### config.mk
export PLATFORM = sky130hd
export DESIGN_NAME = bxor_ctrl
export DESIGN_NICKNAME = d
export VERILOG_FILES = /design/src/rtl/binary_trie_max_xor_unit_defines.svh /design/src/rtl/bxor_pkg.sv /design/src/rtl/bxor_ctrl.sv
export SDC_FILE = /design/constraint.sdc
export NUM_CORES = 1
export LEC_CHECK = 0
export BUFFER_PORTS_ARGS = -buffer_cell sky130_fd_sc_hd__buf_2
export CAP_MARGIN = 10
export CORE_AREA = 2 2 39 41
export DETAILED_ROUTE_END_ITERATION = 12
export DIE_AREA = 0 0 41 43
export MAX_ROUTING_LAYER = met4
export PLACE_DENSITY = 0.51
export SETUP_SLACK_MARGIN = 0.5
export SYNTH_ARGS = -nofsm -noshare
export SYNTH_HDL_FRONTEND = slang
export SYNTH_SLANG_ARGS = --single-unit
export TNS_END_PERCENT = 50
### constraint.sdc
create_clock -name clk -period 2.1 [get_ports clk]
set_clock_uncertainty 0.1 [all_clocks]
set_input_delay 0.315 -clock clk [delete_from_list [all_inputs] [get_ports clk]]
set_output_delay 0.315 -clock clk [all_outputs]
set_load 0.01 [all_outputs]
### src/rtl/binary_trie_max_xor_unit_defines.svh
// ----------------------------------------------------------------------------
// binary_trie_max_xor_unit_defines.svh
// Assertion macros shared by the trie max-xor RTL.
// ----------------------------------------------------------------------------
`ifndef BINARY_TRIE_MAX_XOR_UNIT_DEFINES_SVH
`define BINARY_TRIE_MAX_XOR_UNIT_DEFINES_SVH

// Same-cycle implication, sampled on clk, off while rst_n is low.
`define BXOR_ASSERT_IMP(label, ante, cons, msg) \
  label: assert property (@(posedge clk) disable iff (!rst_n) (ante) |-> (cons)) \
    else $error(msg);

// Next-cycle implication, sampled on clk, off while rst_n is low.
`define BXOR_ASSERT_NXT(label, ante, cons, msg) \
  label: assert property (@(posedge clk) disable iff (!rst_n) (ante) |=> (cons)) \
    else $error(msg);

`endif

### src/rtl/bxor_pkg.sv
// ----------------------------------------------------------------------------
// bxor_pkg
// Command and status types between the trie controller and datapath.
// ----------------------------------------------------------------------------
`timescale 1ns / 1ps
`default_nettype none

package bxor_pkg;

  // Controller -> datapath commands.
  typedef struct packed {
    logic load;         // accept a beat: latch value, read root
    logic ins_step;     // insert walk: evaluate one level
    logic alloc_write;  // write one link, allocate one node
    logic qry_start;    // restart at root for the query walk
    logic qry_step;     // query walk: evaluate one level
    logic finish;       // update running max, raise strobe
  } bxor_cmd_t;

  // Datapath -> controller status.
  typedef struct packed {
    logic lvl_last;     // walking level zero
    logic ins_hit;      // child on the value's bit exists
    logic fits;         // missing levels fit in the node store
    logic qry_hit;      // some child exists for the query step
  } bxor_sts_t;

endpackage

`default_nettype wire

### src/rtl/bxor_ctrl.sv
// ----------------------------------------------------------------------------
// bxor_ctrl
// Sequencer for insert walk, node allocation and query walk.
// ----------------------------------------------------------------------------
`timescale 1ns / 1ps
`default_nettype none

module bxor_ctrl (
  input  wire logic                clk,
  input  wire logic                rst_n,
  input  wire logic                start,
  output logic                     busy,
  input  wire bxor_pkg::bxor_sts_t sts,
  output bxor_pkg::bxor_cmd_t      cmd
);
  import bxor_pkg::*;

  localparam logic [1:0] S_IDLE  = 2'd0;
  localparam logic [1:0] S_INS   = 2'd1;
  localparam logic [1:0] S_ALLOC = 2'd2;
  localparam logic [1:0] S_QRY   = 2'd3;

  logic [1:0] state_r, state_nxt;

  always_comb begin
    cmd       = '0;
    state_nxt = state_r;
    case (state_r)
      S_IDLE: begin
        if (start) begin
          cmd.load  = 1'b1;
          state_nxt = S_INS;
        end
      end
      S_INS: begin
        cmd.ins_step = 1'b1;
        if (sts.ins_hit) begin
          if (sts.lvl_last) begin
            cmd.qry_start = 1'b1;
            state_nxt     = S_QRY;
          end
        end else if (sts.fits) begin
          state_nxt = S_ALLOC;
        end else begin
          cmd.qry_start = 1'b1;
          state_nxt     = S_QRY;
        end
      end
      S_ALLOC: begin
        cmd.alloc_write = 1'b1;
        if (sts.lvl_last) begin
          cmd.qry_start = 1'b1;
          state_nxt     = S_QRY;
        end
      end
      S_QRY: begin
        cmd.qry_step = 1'b1;
        if (!sts.qry_hit || sts.lvl_last) begin
          cmd.finish = 1'b1;
          state_nxt  = S_IDLE;
        end
      end
      default: begin
        state_nxt = S_IDLE;
      end
    endcase
  end

  always_ff @(posedge clk) begin
    if (!rst_n) begin
      state_r <= S_IDLE;
    end else begin
      state_r <= state_nxt;
    end
  end

  assign busy = (state_r != S_IDLE);

endmodule

`default_nettype wire

==> summary.txt, run 1 <==
Finish
  – Top Registers: state_r (2)
  – Layout net count: just over 70
  – N_diodes: 0
  – Largest register FFs: 2
  – Area delta synth->final: 73.5%
  – Finished Cell Area: roughly 500 sq um
  – Core Util, Final: 0.367
  – Ratio of cells with drive above 1 in the final layout: 0.696
  – Top reg by flops: state_r

Power and ir drop
  – Flop pwr share: 0.184
  – Psw: between 100 and 150 uW
  – Sw Share: 0.363
  – Clock power frac: 0.262
  – Max VDD drop: approximately 0.36 mV
  – Combinational share of power: 0.554
  – PD cells: approximately 650 mW/mm^2
  – Internal: 209 uW
  – Leak: approximately 0.00027 uW

Clock tree
  – CTS clk-pin slew, worst paths: roughly 0.030 ns
  – CTS Root Cell: clkbuf_4
  – CTS tree: yes
  – CTS Hold Bufs: 0
  – Worst-Skew Late Latency: 0.23 ns
  – Total CTS buffers: 3
  – Sink Count: 2
  – Max clock buf depth: 2
  – H-tree depth: 1

Placed design
  – I/O Buffers: 13
  – DP HPWL: 561 um
  – GPL Wtd Cong: between 0.7 and 0.8
  – Placed inst area: 378 sq um

Timing
  – Max Clock Freq: ~580 MHz
  – Fin. Hold Viols: 0
  – Crit path time final: roughly 1.7 ns
  – TNS Setup: 0 ns
  – Fin. max-slew vios: 0
  – Final Cycle Share: 0.817
  – Endpoints failing setup: 0
  – Relative slew slack: 0.862
  – RSZ-0062 raised after global routing: true
  – Worst slew pin tran: between 0.2 and 0.25 ns

Floorplanning
  – # rows: 14
  – Placeable Area: approximately 0.0014 sq mm
  – DIE AREA: 0.00176 sq mm
  – Io pins: 14
  – Die height: about 43 um
  – Initial core utilization: 0.212
  – Die Width: between 40 and 50 um

Outcome
  – Status: complete, no violations

Worst setup path
  – CP required: approximately 1.7 ns
  – CP Class: flop to output port
  – Critical Path Fanout Max: 5
  – CP endpoint kind: output port
  – Arr. time, crit path: between 1 and 1.5 ns
  – Startpoint type of the worst setup path: flop

Job
  – Max-cap viol count: 0

GRT
  – Total grt overflow: 0
  – GRT Total Usage: 0.114
  – First-pass GRT wire length: between 1000 and 1500 um
  – Largest net degree at the start of global routing: 6
  – Initial antenna violation count: 0
  – Vias in the first global route: between 200 and 300

Yosys
  – Number of flops mapped to enable cells by yosys: 0
  – Synth top area share: 0.256
  – Mapped cell area: slightly below 300 sq um
  – Top post-synthesis cells by count: 6 x ha_1, 5 x inv_1, 3 x nor2_1
  – Syn. warnings: 0
  – Yosys reg bits: 2
  – Ranking of synthesized cells by area: ha_1 26%, dfxtp_1 14%, nand3b_4 6.8%
  – Most common cell in the netlist: ha_1
  – Post-Synthesis Cells: 33
  – Ys async rst share: 0
  – Most used DFF post-synth: dfxtp_1
  – Seq/Total Area, Yosys: 0.137
  – Leading area contributor after synthesis: ha_1
  – Yosys cell types: 18
  – Mapped Avg Cell Area: ~8.9 sq um
  – Syn Nets: between 40 and 50

Drt
  – Detailed-route via count: approximately 310
  – DRC violation count after routing: 0
  – TritonRoute pass-1 iters: 3
  – DRT antenna net count: 0
  – WL final: 781 um
  – WL/cell: 10.8 um
  – Detailed Route Iter0 Violations: 5
  – Drt via density: 4.35

Hold path
  – Hold Crit Class: input port to flop
power groups by stage:
stage | registers, uW | clock network [uW] | logic, uW
after floorplan | 51.8 | 0 | 88.9
after global placement | 54.2 | 0 | 126
after detailed placement | 55.1 | 0 | 127
after CTS | 57.6 | 87.6 | 170
after global routing | 61.6 | 95.7 | 198
final | 60.3 | 86.0 | 182
per-stage QoR:
stage          setup WS [ns]  total power, uW  instances  hold WS, ns
3_5_place_dp           0.357              182         62        0.489
3_3_place_gp           0.384              181         62        0.487
2_1_floorplan          0.513              141         33        0.360
4_1_cts                0.386              316         70        0.257
6_report               0.384              328         72        0.262
5_1_grt                0.335              355         72        0.261
repair_timing:
item                                    4_1_cts  5_1_grt
buffers inserted                              5        2
pin swaps                                     2        2
endpoints found under the setup margin        4        4
gates resized for setup                      14        4
cells by family after synthesis:
kind of cell | share of synthesized area
flip-flops | 0.137
AO/OA/AOI/OAI | 0.295
adder cells (fa/ha/maj) | 0.256
AND/OR/NAND/NOR | 0.248
buffers and inverters | 0.0641
critical path, cell delays in order, from the launching register on:
cell and delay [ns]:
dfxtp_4 0.37, ha_4 0.18, nor2b_4 0.12, nor2b_1 0.12
o21a_1 0.15, buf_2 0.13
cell usage in the layout (no fill, tap or decap), drive strengths merged:
cell type,instances
nor2,3
inv,5
clkbuf,3
a311oi,1
dfxtp,2
buf,20
nand3b,1
o21bai,1
a221oi,1
and2,2
a21boi,1
nand2b,1
ha,6
nor2b,2
o21a,3
o21ai,1
o211ai,1
a21oi,2
path summary, 6_finish.rpt:
| kind | to | start | cells after the start | slack, ns |
|---|---|---|---|---|
| hold / removal | state_r[0]$_SDFFE_PN0P_ | rst_n | 3 | 0.26 |
| setup / recovery | cmd[2] | state_r[0]$_SDFFE_PN0P_ | 5 | 0.38 |
| setup reg to reg | state_r[1]$_SDFFE_PN0P_ | state_r[0]$_SDFFE_PN0P_ | 5 | 0.66 |
| hold reg to reg | state_r[0]$_SDFFE_PN0P_ | state_r[0]$_SDFFE_PN0P_ | 2 | 0.49 |
cell type report:
cell class / count / area (sq um)
multi-input combinational: 26 / 275
clock buffer: 3 / 22.5
sequential: 2 / 45.0
timing repair buffer: 20 / 121
inverter: 5 / 23.8
tap: 16 / 20.0
fill: 146 / 876
layer usage:
metal / global-route usage / share of wire
met1: 0.121 / 0.43
met2: 0.191 / 0.53
met3: 0.0628 / 0.038
met4: 0 / 0
met5: - / 0
(Power assumes the default switching activity.)
==> inputs of run 2 (changes only) <==
--- a/config.mk
+++ b/config.mk
@@ -5,13 +5,14 @@
 export SDC_FILE = /design/constraint.sdc
 export NUM_CORES = 1
 export LEC_CHECK = 0
+export ABC_AREA = 1
 export BUFFER_PORTS_ARGS = -buffer_cell sky130_fd_sc_hd__buf_2
 export CAP_MARGIN = 10
 export CORE_AREA = 2 2 39 41
 export DETAILED_ROUTE_END_ITERATION = 12
 export DIE_AREA = 0 0 41 43
 export MAX_ROUTING_LAYER = met4
-export PLACE_DENSITY = 0.51
+export PLACE_DENSITY = 0.49
 export SETUP_SLACK_MARGIN = 0.5
 export SYNTH_ARGS = -nofsm -noshare
 export SYNTH_HDL_FRONTEND = slang
==> constraint.sdc (replaced) <==
create_clock -name clk -period 1.6 [get_ports clk]
set_clock_uncertainty 0.1 [all_clocks]
set_input_delay 0.24 -clock clk [delete_from_list [all_inputs] [get_ports clk]]
set_output_delay 0.24 -clock clk [all_outputs]
set_load 0.01 [all_outputs]
==> run 2 against run 1 <==
Die area did not move. Critical path depth rose by 1. Combinational power rose by 42%. Routed wire length fell by 3.5%. Cell area rose by 3.2%. Sequential cell count did not move. Worst setup slack got worse by 0.32 ns.
==> summary.txt, run 2 <==
Power and ir drop
  – Max VDD drop: 0.225 mV
  – PD cells: 879 mW/mm^2
  – Combinational share of power: 0.561
  – Flop pwr share: 0.173
  – Sw Share: 0.369
  – Internal: between 200 and 300 uW
  – Psw: 170 uW
  – Clock power frac: 0.266
  – Leak: between 0.0002 and 0.0003 uW

Yosys
  – Syn Nets: 53
  – Yosys reg bits: 2
  – Post-Synthesis Cells: 40
  – Ys async rst share: 0
  – Most used DFF post-synth: dfxtp_1
  – Ranking of synthesized cells by area: ha_1 28%, dfxtp_1 15%, inv_1 9.9%
  – Multiplexer share of the synthesized area: 0
  – Mapped cell area: between 200 and 300 sq um
  – Compound-cell area share of the yosys netlist: 0.183
  – Top post-synthesis cells by count: 7 x inv_1, 6 x ha_1, 6 x nand2_1, 6 x nor2_1, 3 x o21ai_0
  – Yosys cell types: 15
  – Leading area contributor after synthesis: ha_1
  – Adder-cell area share of the yosys netlist: 0.282
  – Largest family of logic cells by synthesized area: adder cells
  – Xor and xnor area share after synthesis: 0
  – Synth Area in Simple Gates: 0.272
  – Most common cell in the netlist: inv_1
  – Mapped Avg Cell Area: between 6 and 7 sq um
  – Seq/Total Area, Yosys: 0.150
  – Number of flops mapped to enable cells by yosys: 0
  – Synth top area share: 0.282
  – Syn. warnings: 0

Drt
  – WL/cell: 9.31 um
  – TritonRoute pass-1 iters: 4
  – Met3 WL: 14 um
  – Top Layer Used: met3
  – Detailed Route Iter0 Violations: 2
  – WL final: roughly 750 um
  – Detailed-route via count: ~330
  – Met2 WL post-DR: approximately 460 um
  – Drt via density: around 4
  – DRC violation count after routing: 0
  – Wl on met1: 283 um
  – DRT antenna net count: 0

Timing
  – RSZ-0062 raised after global routing: true
  – Final Cycle Share: 0.959
  – Max Clock Freq: 652 MHz
  – Min Hold Slack: 0.155 ns
  – Endpoints failing setup: 0
  – TNS Setup: 0 ns
  – Crit path time final: ~1.5 ns
  – Fin. Hold Viols: 0
  – Worst slew pin tran: between 0.1 and 0.15 ns
  – Fin. max-slew vios: 0
  – Relative slew slack: 0.903

Clock tree
  – H-tree depth: 1
  – CTS clk-pin slew, worst paths: 0.03 ns
  – Total CTS buffers: 3
  – CTS Root Cell: clkbuf_4
  – Max clock buf depth: 2
  – Worst-Skew Late Latency: roughly 0.22 ns
  – Sink Count: 2
  – CTS tree: yes
  – CTS Hold Bufs: 0

Worst setup path
  – Worst r2r src: state_r[1]$_SDFFE_PN0P_
  – CP delay by family, top: flip-flops
  – Arr. time, crit path: around 1.2 ns
  – Startpoint type of the worst setup path: flop
  – Slowest CP cell: dfxtp_4
  – Cell chain of the critical path: inv_6, ha_4, a21boi_4, a21oi_2, nor2_1, buf_2
  – Critical Path Fanout Max: 3
  – Largest stage delay, worst path: approximately 0.35 ns
  – CP Class: flop to output port
  – CP required: ~1.3 ns
  – CP bufs+invs: 2
  – CP Launch Point: state_r[1]$_SDFFE_PN0P_
  – R2r setup slk: roughly 0.23 ns
  – CP endpoint kind: output port

Finish
  – Ratio of cells with drive above 1 in the final layout: 0.631
  – Area delta synth->final: 96.7%
  – N_diodes: 0
  – Largest register FFs: 2
  – Commonest non-fill, non-tap cell in the layout: buf_2
  – Top reg by flops: state_r
  – Layout net count: 79
  – Top Registers: state_r (2)
  – Most frequent cells in the layout: 11 x buf_2, 8 x buf_4, 6 x nor2_1, 6 x nand2_1, 4 x inv_1

Hold path
  – Hold_sp: rst_n
  – Hold Crit Class: input port to flop

Outcome
  – Status: complete, no violations

Floorplanning
  – Initial core utilization: 0.193
  – Die Width: just over 40 um
  – Placeable Area: between 0.001 and 0.0015 sq mm
  – Die height: 43 um
  – Io pins: 14
  – DIE AREA: between 0.0015 and 0.002 sq mm
  – # rows: 14

GRT
  – Initial antenna violation count: 0
  – Largest net degree at the start of global routing: 6
  – Vias in the first global route: 314
  – First-pass GRT wire length: 1250 um
  – Total grt overflow: 0
  – GRT Total Usage: 0.110

Placed design
  – I/O Buffers: 13
  – DP HPWL: around 530 um
  – GPL Wtd Cong: about 0.81

Job
  – Max-cap viol count: 0
[run 2: cells by family after synthesis]
group,Yosys count
and+or+nand+nor,16
buffers and inverters,8
adders and majority gates,6
DFF,2
AOI/OAI and AO/OA,8
[run 2: through the flow]
step	instances	util	power, uW	cell area (sq um)	worst slack (ns)
final	81	0.379	461	524	0.0659
after global placement	69	0.272	242	377	0.218
after floorplan	40	-	193	292	0.327
after global routing	81	0.379	503	524	0.0210
after CTS	80	0.354	442	489	0.0585
after detailed placement	69	0.272	244	377	0.215
[run 2: tightest hold or removal path, delay by kind of cell]
kind / cells / cell delay (ns)
buf+inv: 1 / 0.10
compound gates: 1 / 0.03
simple gates: 1 / 0.07
[run 2: final timing paths]
| kind | to | cells after the start |
|---|---|---|
| setup / recovery | cmd[2] | 6 |
| setup reg to reg | state_r[1]$_SDFFE_PN0P_ | 8 |
| hold / removal | state_r[0]$_SDFFE_PN0P_ | 3 |
| hold reg to reg | state_r[1]$_SDFFE_PN0P_ | 3 |
[run 2: what timing repair did]
| action | in CTS | in global routing |
|---|---|---|
| setup buffers | 7 | 1 |
| endpoints found under the hold margin | 0 | 0 |
| pin swaps | 3 | 3 |
| resized for setup | 8 | 6 |
| gates cloned | 0 | 0 |
| endpoints found under the setup margin | 9 | 9 |
[run 2: layer usage]
metal  vias up  track usage
li1        174            -
met1       149        0.115
met2         5        0.194
met3         0            0
met4         0       0.0600
met5         -            -
[run 2: layout make-up]
class                   instances  area [sq um]
clock buffers                   4          26.3
fillers                       149           860
inverters                       8          37.5
multi-input cells              30           255
flip-flops and latches          2          47.5
well taps                      16          20.0
repair buffers                 21           138
[run 2: power by group through the flow]
stage,combinational (uW),sequential [uW],clock (uW)
after floorplan,120,73.0,0
final,259,79.5,123
after global routing,289,82.1,131
after CTS,236,77.8,128
after detailed placement,166,78.3,0
after global placement,164,77.5,0
